`config.mk`:
```
export PLATFORM = sky130hd
export DESIGN_NAME = led_breathing_step_sequencer_unit
export DESIGN_NICKNAME = d
export VERILOG_FILES = /design/src/hw/rtl/lbss_pkg.sv /design/src/hw/rtl/lbss_step_core.sv /design/src/hw/rtl/lbss_out_reg.sv /design/src/hw/rtl/led_breathing_step_sequencer_unit.sv
export SDC_FILE = /design/constraint.sdc
export NUM_CORES = 1
export LEC_CHECK = 0
export BUFFER_PORTS_ARGS = -buffer_cell sky130_fd_sc_hd__buf_2
export CORE_ASPECT_RATIO = 1.4
export CORE_MARGIN = 2
export CORE_UTILIZATION = 41
export DETAILED_ROUTE_END_ITERATION = 8
export GPL_TIMING_DRIVEN = 1
export PLACE_DENSITY_LB_ADDON = 0.15
export SLEW_MARGIN = 10
export SYNTH_ARGS = -nofsm -noshare
export SYNTH_HDL_FRONTEND = slang
export SYNTH_SLANG_ARGS = --single-unit
```
`constraint.sdc`:
```
create_clock -name clk_i -period 2.4 [get_ports clk_i]
set_input_delay 0.12 -clock clk_i [delete_from_list [all_inputs] [get_ports clk_i]]
set_output_delay 0.12 -clock clk_i [all_outputs]
set_load 0.02 [all_outputs]
```
`src/hw/rtl/lbss_pkg.sv`:
```
// Shared types, constants and the gamma duty lookup for the LED breathing step sequencer.
package lbss_pkg;

  // Field and register widths.
  localparam int unsigned PeriodW = 16;
  localparam int unsigned DutyW   = 7;
  localparam int unsigned IdxW    = 5;
  localparam int unsigned CfgIdxW = 2;
  localparam int unsigned CfgW    = 16;

  // Number of stored gamma entries.
  localparam int unsigned GammaEntries = 20;

  // Register reset values.
  localparam logic [PeriodW-1:0] PeriodReset    = 16'd32768;
  localparam logic               BounceReset    = 1'b1;
  localparam logic               StartDirReset  = 1'b1;

  // Configuration register indexes.
  typedef enum logic [CfgIdxW-1:0] {
    CfgPeriodCount   = 2'd0,
    CfgBounceMode    = 2'd1,
    CfgStartDir      = 2'd2,
    CfgUnused        = 2'd3
  } lbss_cfg_idx_e;

  // One result item.
  typedef struct packed {
    logic [DutyW-1:0] duty_value;
    logic [IdxW-1:0]  step_position;
  } lbss_result_t;

  // Gamma-corrected duty table in percent.
  localparam logic [DutyW-1:0] GammaDuty [GammaEntries] = '{
    7'd0,  7'd1,  7'd2,  7'd3,  7'd5,  7'd7,  7'd10, 7'd13, 7'd17, 7'd22,
    7'd27, 7'd33, 7'd39, 7'd46, 7'd53, 7'd61, 7'd70, 7'd79, 7'd89, 7'd100
  };

  // Indexes past the stored entries read the last entry.
  function automatic logic [DutyW-1:0] duty_at(input logic [IdxW-1:0] idx);
    logic [IdxW-1:0] clamped;
    clamped = (idx >= IdxW'(GammaEntries)) ? IdxW'(GammaEntries - 1) : idx;
    return GammaDuty[clamped];
  endfunction

endpackage

```
`src/hw/rtl/lbss_step_core.sv`:
```
// Prescaler, step index and direction state with the next-step logic and duty lookup.
module lbss_step_core #(
  parameter int unsigned TABLE_LENGTH = 20
) (
  input  logic                       clk_i,
  input  logic                       rst_ni,
  input  logic                       cfg_we_i,
  input  logic [lbss_pkg::CfgIdxW-1:0] cfg_index_i,
  input  logic [lbss_pkg::CfgW-1:0]  cfg_data_i,
  input  logic                       fire_i,
  input  logic                       tick_i,
  output logic                       emit_o,
  output lbss_pkg::lbss_result_t     result_o
);
  import lbss_pkg::*;

  localparam logic [IdxW-1:0] LastIdx = IdxW'(TABLE_LENGTH - 1);

  logic [PeriodW-1:0] period_q;
  logic               bounce_q;
  logic [PeriodW-1:0] count_q, count_d;
  logic [IdxW-1:0]    idx_q, idx_d;
  logic               up_q, up_d;
  logic [IdxW-1:0]    nxt_idx;
  logic               in_range;
  logic               wrap_step;
  lbss_cfg_idx_e      cfg_sel;

  assign cfg_sel = lbss_cfg_idx_e'(cfg_index_i);

  // Next table index in the current direction; wrapping at an end never flips.
  always_comb begin
    if (up_q) begin
      in_range = (idx_q != LastIdx);
      nxt_idx  = in_range ? idx_q + 1'b1 : '0;
    end else begin
      in_range = (idx_q != '0);
      nxt_idx  = in_range ? idx_q - 1'b1 : LastIdx;
    end
  end

  // An accepted tick with the prescaler at or past the period steps the index.
  assign wrap_step = fire_i && tick_i && (count_q >= period_q);
  assign emit_o    = wrap_step;

  // Writing the start direction loads the direction state directly.
  always_comb begin
    count_d = count_q;
    idx_d   = idx_q;
    up_d    = up_q;
    if (fire_i && tick_i) begin
      if (count_q < period_q) begin
        count_d = count_q + 1'b1;
      end else begin
        count_d = '0;
        idx_d   = nxt_idx;
        if (bounce_q && in_range && (nxt_idx == '0 || nxt_idx == LastIdx)) begin
          up_d = ~up_q;
        end
      end
    end
    if (cfg_we_i && cfg_sel == CfgStartDir) begin
      up_d = cfg_data_i[0];
    end
  end

  assign result_o.duty_value    = duty_at(nxt_idx);
  assign result_o.step_position = nxt_idx;

  // Configuration registers and sequencer state.
  always_ff @(posedge clk_i or negedge rst_ni) begin
    if (!rst_ni) begin
      period_q <= PeriodReset;
      bounce_q <= BounceReset;
      count_q  <= '0;
      idx_q    <= '0;
      up_q     <= StartDirReset;
    end else begin
      count_q <= count_d;
      idx_q   <= idx_d;
      up_q    <= up_d;
      if (cfg_we_i) begin
        unique case (cfg_sel)
          CfgPeriodCount: period_q <= cfg_data_i;
          CfgBounceMode:  bounce_q <= cfg_data_i[0];
          default: ;
        endcase
      end
    end
  end

endmodule

```
`src/hw/rtl/lbss_out_reg.sv`:
```
// Result register that holds one item until the downstream side takes it.
module lbss_out_reg (
  input  logic                   clk_i,
  input  logic                   rst_ni,
  input  logic                   load_i,
  input  lbss_pkg::lbss_result_t data_i,
  output logic                   ready_o,
  output logic                   valid_o,
  input  logic                   ready_i,
  output lbss_pkg::lbss_result_t data_o
);
  import lbss_pkg::*;

  logic         valid_q;
  lbss_result_t data_q;

  // Space is free when empty or when the held item leaves this cycle.
  assign ready_o = !valid_q || ready_i;

  always_ff @(posedge clk_i or negedge rst_ni) begin
    if (!rst_ni) begin
      valid_q <= 1'b0;
    end else if (load_i) begin
      valid_q <= 1'b1;
    end else if (ready_i) begin
      valid_q <= 1'b0;
    end
  end

  // Payload needs no reset.
  always_ff @(posedge clk_i) begin
    if (load_i) begin
      data_q <= data_i;
    end
  end

  assign valid_o = valid_q;
  assign data_o  = data_q;

endmodule

```
`src/hw/rtl/led_breathing_step_sequencer_unit.sv`:
```
// Top level of the LED breathing step sequencer with gamma-corrected duty output.
// A stepping tick item's result is registered and shows in the cycle after it is accepted.
// Throughput: one item per cycle while the downstream side takes results; the result register frees as it is read.
// Reset: asynchronous active low; prescaler and index clear, direction is up,
// registers return to period 32768, bounce on, start direction up.
module led_breathing_step_sequencer_unit #(
  parameter int unsigned TABLE_LENGTH = 20
) (
  input  logic                         clk_i,
  input  logic                         rst_ni,
  input  logic                         in_valid_i,
  output logic                         in_ready_o,
  input  logic                         tick_i,
  output logic                         out_valid_o,
  input  logic                         out_ready_i,
  output logic [lbss_pkg::DutyW-1:0]   duty_value_o,
  output logic [lbss_pkg::IdxW-1:0]    step_position_o,
  input  logic                         cfg_we_i,
  input  logic [lbss_pkg::CfgIdxW-1:0] cfg_index_i,
  input  logic [lbss_pkg::CfgW-1:0]    cfg_data_i
);
  import lbss_pkg::*;

  logic         in_fire;
  logic         step_emit;
  lbss_result_t step_result;
  lbss_result_t out_result;

  assign in_fire = in_valid_i && in_ready_o;

  // Sequencer state and next-step logic.
  lbss_step_core #(
    .TABLE_LENGTH(TABLE_LENGTH)
  ) u_core (
    .clk_i      (clk_i),
    .rst_ni     (rst_ni),
    .cfg_we_i   (cfg_we_i),
    .cfg_index_i(cfg_index_i),
    .cfg_data_i (cfg_data_i),
    .fire_i     (in_fire),
    .tick_i     (tick_i),
    .emit_o     (step_emit),
    .result_o   (step_result)
  );

  // Result register.
  lbss_out_reg u_out (
    .clk_i  (clk_i),
    .rst_ni (rst_ni),
    .load_i (step_emit),
    .data_i (step_result),
    .ready_o(in_ready_o),
    .valid_o(out_valid_o),
    .ready_i(out_ready_i),
    .data_o (out_result)
  );

  assign duty_value_o    = out_result.duty_value;
  assign step_position_o = out_result.step_position;

  // A stepping item always shows a result in the next cycle.
  a_step_shows: assert property (@(posedge clk_i) disable iff (!rst_ni)
    step_emit |=> out_valid_o)
    else $error("stepping item produced no result");

  // An item without a step never leaves a stale result behind.
  a_no_phantom: assert property (@(posedge clk_i) disable iff (!rst_ni)
    (!step_emit && out_valid_o && out_ready_i) |=> !out_valid_o)
    else $error("result repeated after being taken");

  // Reported index stays inside the table.
  a_pos_range: assert property (@(posedge clk_i) disable iff (!rst_ni)
    out_valid_o |-> (step_position_o <= IdxW'(TABLE_LENGTH - 1)))
    else $error("step position beyond table");

  // Duty output is a percentage.
  a_duty_range: assert property (@(posedge clk_i) disable iff (!rst_ni)
    out_valid_o |-> (duty_value_o <= DutyW'(100)))
    else $error("duty value above 100");

endmodule
```
---- Word level (Yosys, flattened, before mapping) ----
Memory sizes are Yosys's and may differ from the RTL's. A register that Yosys moved wholly into a read port is not among the register bits.
Cells that the tools add are included.
storage, ports and cells
  register bits ........................... 45
  bits in read-only memories .............. 224
  output and inout bits ................... 14
  memories ................................ 1
memory list
  memory            depth  width  rd ports  clocked after memory_dff  write ports  line            text
  (name not given)  32     7      1         1                         0            lbss_pkg.sv:43  return GammaDuty[clamped];
operators by class
  $add $sub $neg .......................... 3
  magnitude comparators ................... 3
  equal/unequal tests ..................... 5
  muxes and demuxes ....................... 12
  bitwise logic cells ..................... 3
  reductions and logical operators ........ 19
operators by type and width
  cell                     number
  $mux W5                  4
  $add A16 B1 Y16 const B  1
  $ge A16 B16 Y1           1
  $lt A16 B16 Y1           1
  $mux W16                 1
  $mux W1                  7
  $logic_and A1 B1 Y1      6
  $not A5 Y6               1
  $reduce_and A2 Y1        3
  $reduce_bool A2 Y1       3
  $add A5 B1 Y5 const B    1
  $eq A5 B5 Y1 const B     1
  $ge A5 B5 Y1 const B     1
  $logic_not A5 Y1         1
  $ne A5 B5 Y1 const B     1
  $reduce_bool A5 Y1       1
  $sub A5 B1 Y5 const B    1
  $reduce_and A3 Y1        1
  $eq A2 B1 Y1 const B     1
  $eq A2 B2 Y1 const B     1
  $logic_not A2 Y1         1
  $logic_or A1 B1 Y1       2
  $ne A2 B2 Y1 const B     1
  $not A1 Y1               2
  $logic_not A1 Y1         1

---- Longest topological paths before layout ----
Gate-level depths: netlist of the first run.
  word-level depth ........................ 10
  mapped depth ............................ 13
  depth with buffers taken out ............ 12

---- Cells and area by module ----
A second synthesis of the first run with hierarchy kept.
second synthesis, totals
  cells, all modules ...................... 321
  area total of the unflattened synthesis .. 3019.1 um^2
by module, submodules not included
  module                             instances  cells an instance  area each (um^2)  sequential area each (um^2)
  lbss_step_core                     1          305                2605.0            979.7
  lbss_out_reg                       1          15                 407.9             385.4
  led_breathing_step_sequencer_unit  1          1                  6.3               0.0

---- Worst setup path before layout of the first run ----
OpenSTA, ideal clock, no wires.
  kind .................................... reg2reg
  from .................................... reg u_core.idx_q[0]
  to ...................................... reg, netlist name u_out.data_o[6]
  arrival time ............................ 2.501 ns
  path slack .............................. -0.270 ns
  cell stages (with the launch flop) ...... 11
  path buffers ............................ 1
  period minus slack after synthesis ...... 2.670 ns
  cells stage by stage .................... dfrtp_1 > inv_1 > ha_1 > or4b_4 > a21oi_2 > a221o_4 > buf_2 > a21oi_1 > ha_1 > o21a_1 > o31ai_1
on the way
  longest elaborated chain between the ends .. 6
  elaborated cells between the ends (all ways) .. 10
  those cells by class .................... add/sub: 2; order compare: 1; eq/ne: 1; mux: 4; bitwise: 1; reduce/logical: 1
ends and longest elaborated chain
  element                                line                                        text
  start: declaration                     lbss_step_core.sv:22                        logic [IdxW-1:0] idx_q, idx_d;
  start signal: assignment               lbss_step_core.sv:80                        idx_q <= idx_d;
  $sub A5 B1 Y5 (tied with other cells)  lbss_step_core.sv:38                        nxt_idx = in_range ? idx_q - 1'b1 : LastIdx;
  $mux W5, on equally long branches      lbss_step_core.sv:38, lbss_step_core.sv:35
  $mux W5 *                              lbss_step_core.sv:33                        if (up_q) begin
  $ge A5 B5 Y1                           lbss_pkg.sv:42                              clamped = (idx >= IdxW'(GammaEntries)) ? IdxW'(GammaEntries - 1) : idx;
  $mux W5 *                              lbss_pkg.sv:42
  $not A5 Y6 (not written as such) *     lbss_pkg.sv:43
Mark *: on every way between the ends. The rest lies on a longest branch, timed or not.
A chain may end at the register's enable or synchronous reset.

---- Final worst setup path of the first run ----
  from .................................... reg u_core.up_q
  to ...................................... reg, netlist name u_out.data_o[6]
on the way
  longest elaborated chain between the ends .. 4
ends and longest elaborated chain
  element                             line                  text
  start: declaration                  lbss_step_core.sv:23  logic up_q, up_d;
  start signal: assignment            lbss_step_core.sv:77  up_q <= StartDirReset;
  start signal: assignment            lbss_step_core.sv:81  up_q <= up_d;
  $mux W5 *                           lbss_step_core.sv:33
  $ge A5 B5 Y1                        lbss_pkg.sv:42
  $mux W5 *                           lbss_pkg.sv:42
  $not A5 Y6 (not written as such) *  lbss_pkg.sv:43
Marked as above.

==> results.py, run 1 <==
metrics = {
    "global_routing": {
        "antenna_found_initial": 0,
        "grt_pass1_vias": 2470,
        "grt_overflow": 0,
        "grt_max_degree": 41,
        "track_usage": 0.178,
        "grt_pass1_wl_um": 11300,
    },
    "setup_path": {
        "path_max_fanout": 4,
        "rr_worst_depth": 10,
        "crit_path_end_kind": "register",
        "reg2reg_slack_ns": -0.03,
        "r2r-end": "u_out.data_o[6]",
        "critical_path.slowest_cell": "dfstp_2",
        "startpoint_type": "register",
        "worstSetupPathType": "reg2reg",
        "cp_top_family": "compound AO/OA/AOI/OAI gates",
        "crit_buf_inv": 2,
        "critPathArrivalTime_ns": 2.57,
        "required_ns": 2.55,
        "r2r_start": "u_core.up_q",
        "cp_cell_sequence": "buf_4 -> nand2_1 -> o2bb2ai_1 -> a221o_4 -> a21oi_4 -> inv_4 -> ha_4 -> a21oi_2 -> nor3_2 -> o31ai_2",
        "cp_slowest_stage_delay_ns": 0.60,
    },
    "drt": {
        "viasPerCell": 5.08,
        "dr.pass1.iters": 6,
        "drc": 0,
        "route.vias.total": 2537,
        "drt_wl_total_um": 7150,
        "postRouteAntennaNets": 0,
        "wl_per_cell_um": 14.3,
        "drt_iter0_markers": 130,
    },
    "synthesis": {
        "synth_compound_area_frac": 0.147,
        "synth_fp_nets": 359,
        "synth.avg_cell_area_um2": 9.72,
        "ys.flop_type": "dfrtp_1",
        "synth_edf_count": 12,
        "synth-adder-area-share": 0.0949,
        "ys_ff_latch": 52,
        "synth-xor-area-share": 0.0433,
        "synth_cell_type_count": 52,
        "synth_top_family_by_area": "simple AND/OR/NAND/NOR gates",
        "postSynth.asyncResetShare": 0.769,
        "yosys.area_share.simple": 0.176,
        "ys_warn_count": 0,
        "syn_inst": 312,
        "yosysSeqAreaShare": 0.450,
        "synth.cell_area_um2": 3030,
        "muxShareOfSynthArea": 0.0314,
    },
    "pwr": {
        "leakagePower_uw": 0.00189,
        "pwr_density_cell_nw_per_um2": 606,
        "vdd_ir_drop_max_v": 0.000283,
    },
    "floorplanning": {
        "core_area_um2": 7270,
        "start_util": 0.417,
        "rows": 37,
        "die_area_um2": 8110,
        "die_h_um": 106,
        "pin_count": 38,
        "die_w_um": 76.7,
    },
    "clocking": {
        "cts_sinks": 52,
        "cts_root_buffer": "clkbuf_8",
        "cts.reportedPaths.clkPinSlew_ns": 0.10,
        "cts_tree": "built",
        "cts_buffer_depth": 2,
        "clk_latency_ns": 0.31,
        "h-tree-depth": 2,
        "cts_buffers": 5,
    },
    "hold_path": {
        "min_from": "cfg_data_i[11]",
        "whs_path_depth": 3,
        "min_path_type": "in2reg",
        "whs_endpoint": "u_core.period_q[11]",
    },
    "sta": {
        "finalSetupViolations": 1,
        "slew_violations": 0,
        "fin_crit_sh": 1.01,
        "timing.fmax_mhz": 412,
        "grt_setup_unrepaired": "yes",
        "skew_ns": 0.00651,
        "tightest_slew_ns": 0.939,
        "min_period_ns": 2.43,
        "maxSlewHeadroom": 0.374,
        "setup_ws_ns": -0.0277,
        "hold_viol": 0,
    },
    "final_layout": {
        "stdcell_count": 499,
        "syn2layout_area_growth_pct": 34.7,
        "num_antenna_cells": 0,
        "final_nets": 448,
        "drive_gt1_frac": 0.346,
    },
    "placed_design": {
        "port_buffers": 37,
        "place.gp.congestion": 0.800,
        "dp.cells": 473,
        "post-place-ws_ns": -0.109,
        "dp_hpwl_um": 5110,
    },
    "run_status": {
        "outcome": "finished, violations left",
        "failed_checks": "setup timing",
    },
    "job": {
        "maxCapViolCount": 0,
    },
}
## per-layer routing
metal,GRT usage,wire length (um),vias to the layer above
met5,0,0,-
met4,0.0688,218,0
met3,0.0291,226,17
met2,0.345,3980,53
met1,0.186,2720,1201
li1,-,-,1266
## tightest hold or removal path, delay by kind of cell
| kind | cells | cell delay, ns |
|---|---|---|
| AOI/OAI and AO/OA | 1 | 0.05 |
| buffers and inverters | 1 | 0.07 |
| and+or+nand+nor | 1 | 0.04 |
## synthesized netlist by cell type (2+ instances only)
cell type,count,area share
dfrtp_1,37,0.31
nand2_1,35,0.043
inv_1,28,0.035
o21ai_0,26,0.043
ha_1,23,0.095
nor2_1,21,0.026
a21oi_1,14,0.023
edfxtp_1,12,0.12
nand3_1,12,0.020
and3_1,8,0.017
buf_2,8,0.013
xnor2_1,8,0.023
xor2_1,7,0.020
nand2b_1,6,0.012
nand4_1,6,0.012
mux2i_1,5,0.017
clkbuf_1,4,0.0050
mux2_2,4,0.015
a21o_1,3,0.0074
dfstp_2,3,0.026
nor2b_1,3,0.0062
o21ai_1,3,0.0050
a221oi_1,2,0.0058
a41o_1,2,0.0066
nand3b_1,2,0.0050
nor3_1,2,0.0033
nor3b_1,2,0.0050
o31ai_1,2,0.0050
## layout by cell type (no fill, tap or decap), types with 3 or more instances in the layout
master / Yosys / routed
buf_4: 0 / 47
buf_2: 8 / 37
dfrtp_1: 37 / 37
nand2_1: 35 / 35
inv_1: 28 / 23
o21ai_0: 26 / 23
nor2_1: 21 / 20
ha_1: 23 / 15
edfxtp_1: 12 / 12
a21oi_1: 14 / 10
nand3_1: 12 / 10
and3_1: 8 / 8
xnor2_1: 8 / 8
dlygate4sd3_1: 0 / 8
xor2_1: 7 / 7
nand2b_1: 6 / 6
nand4_1: 6 / 6
ha_4: 0 / 6
o21ai_1: 3 / 5
clkbuf_8: 0 / 5
inv_2: 0 / 4
a21oi_4: 0 / 4
mux2i_1: 5 / 4
mux2_2: 4 / 4
nor2b_1: 3 / 3
a21o_1: 3 / 3
dfstp_2: 3 / 3
## state kept, by name, indices dropped and copies added (netlist names)
register,flops
u_core.bounce_q,1
u_core.count_q,16
u_core.idx_q,5
u_core.period_q,16
u_core.up_q,1
u_out.data_o,12
u_out.valid_o,1
## cell families (layout without fill, tap and decap cells)
kind of cell             Yosys count  in the layout
AO/OA/AOI/OAI                     67             67
XOR/XNOR                          15             15
adder cells (fa/ha/maj)           23             23
buffers and inverters             41            131
flip-flops                        52             52
multiplexers                       9              9
AND/OR/NAND/NOR                  105            105
## layout make-up
cell class                      count  area, um2
Clock inverter                      2       38.8
Fill cell                         657       3180
Clock buffer                        6       72.6
Multi-Input combinational cell    219       1700
Inverter                           28        108
Tap cell                           97        121
Sequential cell                    52       1370
Timing Repair Buffer               95        683
## worst max path at each step
| stage | slack, ns | endpoint | from | cells after the start |
|---|---|---|---|---|
| floorplan | -0.09 | u_out.data_o[6] | u_core.idx_q[0] | 11 |
| global placement | -0.05 | u_out.data_o[5] | u_core.period_q[15] | 10 |
| detailed placement | -0.11 | u_out.data_o[6] | u_core.idx_q[0] | 10 |
| CTS | -0.04 | u_out.data_o[6] | u_core.up_q | 9 |
| global route | -0.16 | u_out.data_o[6] | u_core.idx_q[0] | 11 |
| finish | -0.03 | u_out.data_o[6] | u_core.up_q | 10 |
## power breakdown
part | internal, uW | switching (uW) | leakage (uW)
Sequential | 1010 | 78.7 | 0.000613
Combinational | 363 | 398 | 0.00122
Clock | 316 | 308 | 0.0000558
## timing repair
action,4_1_cts,5_1_grt
buffers inserted,1,8
resized for setup,9,26
endpoints found under the hold margin,44,0
hold buffers,8,0
pin swaps,2,8
endpoints found under the setup margin,21,31
cloned,0,1
## metrics by stage
| stage | power (uW) | area, um2 | TNS, ns | hold slack [ns] | util |
|---|---|---|---|---|---|
| floorplan | 1530 | 3080 | -0.191 | -0.176 | - |
| detailed placement | 1750 | 3630 | -0.972 | 0.321 | 0.499 |
| finish | 2480 | 4080 | -0.0277 | 0.00718 | 0.562 |
| CTS | 2400 | 3860 | -0.112 | 0.0000325 | 0.532 |
| global placement | 1740 | 3630 | -0.606 | 0.313 | 0.499 |
| global route | 2630 | 4080 | -0.889 | 0.00500 | 0.562 |
No activity file was read; power rests on OpenSTA's default activity.
==> run 2: changes to the inputs <==
CELL_PAD_IN_SITES_DETAIL_PLACEMENT = 0   (was not set)
CELL_PAD_IN_SITES_GLOBAL_PLACEMENT = 1   (was not set)
CORE_ASPECT_RATIO = 1.1   (was 1.4)
==> run 2 against run 1 <==
The run still ends with setup timing left. Sequential share of layout area is 1.7 points higher. Highest routed layer unchanged. Global-route usage is 0.77 points lower. Sequential power hardly changed. Critical endpoint unchanged. Cell area is 4.7% lower.
==> results.py, run 2 (synthesis gave the netlist of run 1 again) <==
metrics = {
    "run_status": {
        "outcome": "finished, violations left",
        "failed_checks": "setup timing",
    },
    "sta": {
        "tightest_slew_ns": 0.925,
        "finalSetupViolations": 1,
        "slew_violations": 0,
        "setup_ws_ns": -0.0219,
        "grt_setup_unrepaired": "yes",
        "timing.fmax_mhz": 413,
        "holdWs_ns": 0.00389,
        "hold_viol": 0,
        "fin_crit_sh": 1.01,
        "min_period_ns": 2.42,
        "skew_ns": 0.0125,
        "maxSlewHeadroom": 0.384,
    },
    "final_layout": {
        "num_antenna_cells": 0,
        "postLayoutCellArea_um2": 3890,
        "mostFrequentLayoutCells": "41 x buf_4, 37 x buf_2, 36 x dfrtp_1",
        "syn2layout_area_growth_pct": 28.4,
        "final_common_cell": "buf_4",
        "drive_gt1_frac": 0.332,
        "final_nets": 435,
    },
    "clocking": {
        "cts_root_buffer": "clkbuf_8",
        "cts_buffers": 5,
        "clk_latency_ns": 0.31,
        "cts_tree": "built",
        "cts_sinks": 52,
        "cts.reportedPaths.clkPinSlew_ns": 0.11,
        "h-tree-depth": 2,
        "cts_buffer_depth": 2,
    },
    "setup_path": {
        "crit_path_end_kind": "register",
        "required_ns": 2.55,
        "crit_buf_inv": 2,
        "critPathArrivalTime_ns": 2.57,
        "path_max_fanout": 4,
        "startpoint_type": "register",
        "cp_slowest_stage_delay_ns": 0.48,
        "cp_cell_sequence": "inv_1 -> ha_4 -> or4b_4 -> a21oi_4 -> a221o_4 -> a21oi_4 -> inv_2 -> ha_4 -> a21oi_4 -> nor3_2 -> o31ai_2",
        "cp_top_family": "compound AO/OA/AOI/OAI gates",
        "worstSetupPathType": "reg2reg",
        "crit_top_cell": "a21oi_4",
        "critical_path.slowest_cell": "or4b_4",
    },
    "floorplanning": {
        "pin_count": 38,
        "core_area_um2": 7090,
        "die_area_um2": 8100,
        "rows": 32,
        "die_h_um": 94.2,
        "die_w_um": 86.0,
        "start_util": 0.428,
    },
    "hold_path": {
        "min_path_type": "in2reg",
    },
    "pwr": {
        "vdd_ir_drop_max_v": 0.000302,
        "leakagePower_uw": 0.00181,
        "pwr_density_cell_nw_per_um2": 602,
    },
    "global_routing": {
        "grt_pass1_vias": 2329,
        "track_usage": 0.170,
        "grt_overflow": 0,
        "antenna_found_initial": 0,
        "grt_pass1_wl_um": 10800,
        "grt_max_degree": 41,
    },
    "placed_design": {
        "place_area_um2": 3590,
        "post-place-ws_ns": -0.141,
        "dp_hpwl_um": 4990,
        "port_buffers": 37,
        "place.gp.congestion": 0.794,
    },
    "drt": {
        "route.vias.total": 2444,
        "drc": 0,
        "dr.pass1.iters": 4,
        "drt_iter0_markers": 93,
        "wl_per_cell_um": 13.8,
        "viasPerCell": 5.16,
        "postRouteAntennaNets": 0,
        "drt_wl_total_um": 6550,
    },
    "job": {
        "maxCapViolCount": 0,
    },
}
run 2: cell types whose count changed in the layout (fill, tap and decap cells not counted), sizes merged:
cell,previous run,this run
buf,86,80
dlygate4sd3,8,2
clkbuf,7,5
bufinv,1,0
clkinv,0,1
clkinvlp,0,1
run 2: worst paths after layout:
| kind | slack [ns] | cells past startpoint | start | to |
|---|---|---|---|---|
| worst max-delay path | -0.02 | 11 | u_core.idx_q[0] | u_out.data_o[6] |
| worst min-delay path | 0.004 | 3 | cfg_data_i[1] | u_core.period_q[1] |
| worst max register to register | -0.02 | 11 | u_core.idx_q[0] | u_out.data_o[6] |
| worst min register to register | 0.52 | 2 | u_core.period_q[15] | u_core.period_q[15] |
| max in group asynchronous | 1.29 | 2 | rst_ni | u_core.idx_q[3] |
| min in group asynchronous | 0.48 | 2 | rst_ni | u_core.count_q[8] |
run 2: per-layer routing:
layer | routed length, um | GRT usage
met2 | 3430 | 0.302
met1 | 2830 | 0.209
met3 | 158 | 0.0220
met5 | 0 | 0
met4 | 123 | 0.0608
run 2: cell type report:
class / count / area [um2]
clock buffer: 5 / 68.8
clock inverter: 3 / 27.5
fill: 679 / 3190
inverter: 28 / 105
multi-input combinational: 219 / 1680
sequential: 52 / 1370
tap: 85 / 106
timing repair buffer: 82 / 544
run 2: where the power goes:
| group | internal (uW) | switching, uW |
|---|---|---|
| registers | 1010 | 79.2 |
| clock network | 215 | 315 |
| logic | 348 | 376 |
| total | 1570 | 770 |
run 2: worst min-delay path, stage by stage:
cell and delay (ns):
buf_2 0.08, nand2_1 0.04, o21ai_0 0.05
run 2: through the flow:
stage | instances | setup TNS [ns] | utilization | power [uW]
3_3_place_gp | 460 | -0.109 | 0.507 | 1730
6_report | 474 | -0.0219 | 0.549 | 2350
3_5_place_dp | 460 | -0.209 | 0.507 | 1740
5_1_grt | 474 | -0.408 | 0.549 | 2500
4_1_cts | 471 | -0.0681 | 0.529 | 2290
2_1_floorplan | 312 | -0.191 | - | 1530
run 2: what timing repair did:
action | 4_1_cts | 5_1_grt
gates resized for setup | 5 | 25
hold endpoints to repair | 38 | 0
pin swaps | 0 | 7
hold buffers | 2 | 0
buffers inserted | 1 | 3
setup endpoints to repair | 3 | 23
==> run 3: changes to the inputs <==
ABC_AREA = 1   (was not set)
CORE_UTILIZATION = 39   (was 41)
==> run 3 against run 2 <==
The flow now finishes without violations. Critical path type unchanged. Register-to-register slack gained 0.21 ns. Clock power grew 7.7%. Die area grew 7.7%. Routed wire length grew 4.6%. Highest routed layer unchanged. Non-clock buffer count shrank 34. Worst hold slack gained 0.036 ns. Largest power group is now combinational cells.
==> results.py, run 3 <==
metrics = {
    "setup_path": {
        "crit_path_end_kind": "register",
        "reg2reg_slack_ns": 0.19,
        "critical_path.slowest_cell": "dfrtp_1",
        "critPathArrivalTime_ns": 2.27,
        "startpoint_type": "register",
        "cp.depth": 14,
        "required_ns": 2.46,
        "crit_buf_inv": 3,
        "path_max_fanout": 6,
        "cp_cell_sequence": "nor2_4 -> nand3_2 -> nand2_1 -> inv_1 -> nand2_2 -> nand2_2 -> nor2_4 -> nor2_4 -> nor2_4 -> inv_1 -> ha_1 -> inv_1 -> nand2_1 -> o211ai_1",
        "cp_slowest_stage_delay_ns": 0.48,
        "crit_top_cell": "nor2_4",
        "rr_worst_depth": 14,
        "worstSetupPathType": "reg2reg",
        "cp_top_family": "simple AND/OR/NAND/NOR gates",
    },
    "floorplanning": {
        "die_area_um2": 8730,
        "die_h_um": 97.8,
        "core_area_um2": 7830,
        "start_util": 0.398,
        "rows": 34,
        "die_w_um": 89.3,
        "pin_count": 38,
    },
    "sta": {
        "skew_ns": 0.0133,
        "min_period_ns": 2.21,
        "setup_ws_ns": 0.192,
        "hold_viol": 0,
        "fin_crit_sh": 0.920,
        "maxSlewHeadroom": 0.416,
        "slew_violations": 0,
        "finalSetupViolations": 0,
        "timing.fmax_mhz": 453,
        "grt_setup_unrepaired": "no",
        "tightest_slew_ns": 0.876,
        "fin_tns_setup_ns": 0,
    },
    "synthesis": {
        "syn_inst": 388,
        "ys_warn_count": 0,
        "synth_top_area_frac": 0.297,
        "yosysSeqAreaShare": 0.438,
        "synth_cell_type_count": 34,
        "yosys.cell_count.top_type": "nand2_1",
        "synth_top_area_cell": "dfrtp_1",
        "synth_common_cells": "85 x nand2_1, 55 x inv_1, 39 x nor2_1, 37 x dfrtp_1, 30 x a21oi_1",
        "ys.flop_type": "dfrtp_1",
        "synth_edf_count": 12,
        "synth_fp_nets": 435,
        "ys_ff_latch": 52,
        "synthTopCellsByArea": "dfrtp_1 30%, edfxtp_1 12%, nand2_1 10%",
        "synth.cell_area_um2": 3120,
        "synth.avg_cell_area_um2": 8.04,
        "postSynth.asyncResetShare": 0.769,
    },
    "drt": {
        "drc": 0,
        "postRouteAntennaNets": 0,
        "drt_iter0_markers": 167,
        "viasPerCell": 4.73,
        "route.vias.total": 2587,
        "dr.pass1.iters": 4,
        "wl_per_cell_um": 12.5,
        "drt_wl_total_um": 6850,
    },
    "placed_design": {
        "dp_hpwl_um": 5230,
        "port_buffers": 37,
        "post-place-ws_ns": -0.0164,
        "dp.cells": 536,
        "place.gp.congestion": 0.899,
    },
    "final_layout": {
        "syn2layout_area_growth_pct": 16.5,
        "drive_gt1_frac": 0.198,
        "final_nets": 485,
        "mostFrequentLayoutCells": "85 x nand2_1, 54 x inv_1, 38 x nor2_1",
        "final_common_cell": "nand2_1",
        "post-route-util": 0.464,
        "stdcell_count": 547,
        "num_antenna_cells": 0,
    },
    "global_routing": {
        "grt_pass1_wl_um": 12000,
        "antenna_found_initial": 0,
        "grt_max_degree": 41,
        "grt_pass1_vias": 2534,
        "track_usage": 0.175,
        "grt_overflow": 0,
    },
    "pwr": {
        "vdd_ir_drop_max_v": 0.00118,
        "p_sw_frac": 0.443,
        "leakagePower_uw": 0.00183,
        "clkPwrFrac": 0.143,
        "p_int_uw": 2230,
        "comb_power_share": 0.519,
        "pwr_density_cell_nw_per_um2": 1100,
        "design_power_total_uw": 4000,
        "pwr-share-seq": 0.339,
        "p_sw_uw": 1770,
    },
    "clocking": {
        "cts_sinks": 52,
        "cts_buffer_depth": 2,
        "h-tree-depth": 2,
        "clk_latency_ns": 0.31,
        "cts.reportedPaths.clkPinSlew_ns": 0.10,
        "cts_root_buffer": "clkbuf_8",
        "cts_buffers": 5,
        "cts_tree": "built",
    },
    "hold_path": {
        "whs_path_depth": 3,
        "min_path_type": "in2reg",
    },
    "job": {
        "maxCapViolCount": 0,
    },
    "run_status": {
        "outcome": "completed",
    },
}
## run 3: cell count changes in the layout (fill, tap and decap cells not counted), sizes merged, moves of 16 or more
cell   before  now
nand3      12   29
buf        80   47
inv        29   61
nor2       21   43
nand2      35   92
a21oi      15   31
## run 3: repair_timing
item                       4_1_cts  5_1_grt
hold buffers                     1        0
pin swaps                        0        0
setup endpoints to repair        1        5
buffers inserted                 0        2
hold endpoints to repair        37        0
resized for setup                1       10
## run 3: power groups by stage
stage	Clock, uW	Combinational (uW)	Sequential (uW)
6_report	571	2080	1360
5_1_grt	624	2410	1390
3_5_place_dp	0	1960	1370
2_1_floorplan	0	1490	1350
4_1_cts	588	1980	1350
3_3_place_gp	0	1950	1370
## run 3: kinds of logic after synthesis
kind of cell               after synthesis  share of synthesized area
AOI/OAI and AO/OA                       57                     0.0991
adders and majority gates               23                     0.0923
and+or+nand+nor                        181                      0.262
DFF                                     52                      0.438
xor gates and xnor gates                 8                     0.0249
buffers and inverters                   67                     0.0843
## run 3: stage by stage
step,hold slack [ns],cell area [um2]
after detailed placement,0.296,3470
after CTS,0.0298,3580
after global placement,0.302,3470
final,0.0402,3630
after global routing,0.0534,3630
after floorplan,-0.176,3120
## run 3: final timing paths
kind,start,to
max,u_core.idx_q[3],u_out.data_o[5]
max reg2reg,u_core.idx_q[3],u_out.data_o[5]
max in group asynchronous,rst_ni,u_core.idx_q[1]
min reg2reg,u_core.period_q[15],u_core.period_q[15]
min,cfg_data_i[15],u_core.period_q[15]
min in group asynchronous,rst_ni,u_core.period_q[1]
## run 3: area by class of cell
cell class	instances	area (um2)
clock buffer	8	101
multi-input combinational	269	1520
timing repair buffer	48	270
sequential	52	1370
tap	108	135
fill	826	4190
inverter	62	235
## run 3: routing by layer
metal,wire length (um),track usage,vias to the layer above
met4,76,0.0482,0
met1,3560,0.270,1195
met5,0,0,-
met2,3020,0.252,32
li1,-,-,1354
met3,190,0.0321,6
## run 3: worst reg2reg max path, delay by kind of cell, from the launching register on
| family | cells | cell delay (ns) |
|---|---|---|
| AND/OR/NAND/NOR | 9 | 0.92 |
| flip-flops | 1 | 0.48 |
| adder cells (fa/ha/maj) | 1 | 0.31 |
| buffers and inverters | 3 | 0.16 |
| AO/OA/AOI/OAI | 1 | 0.09 |
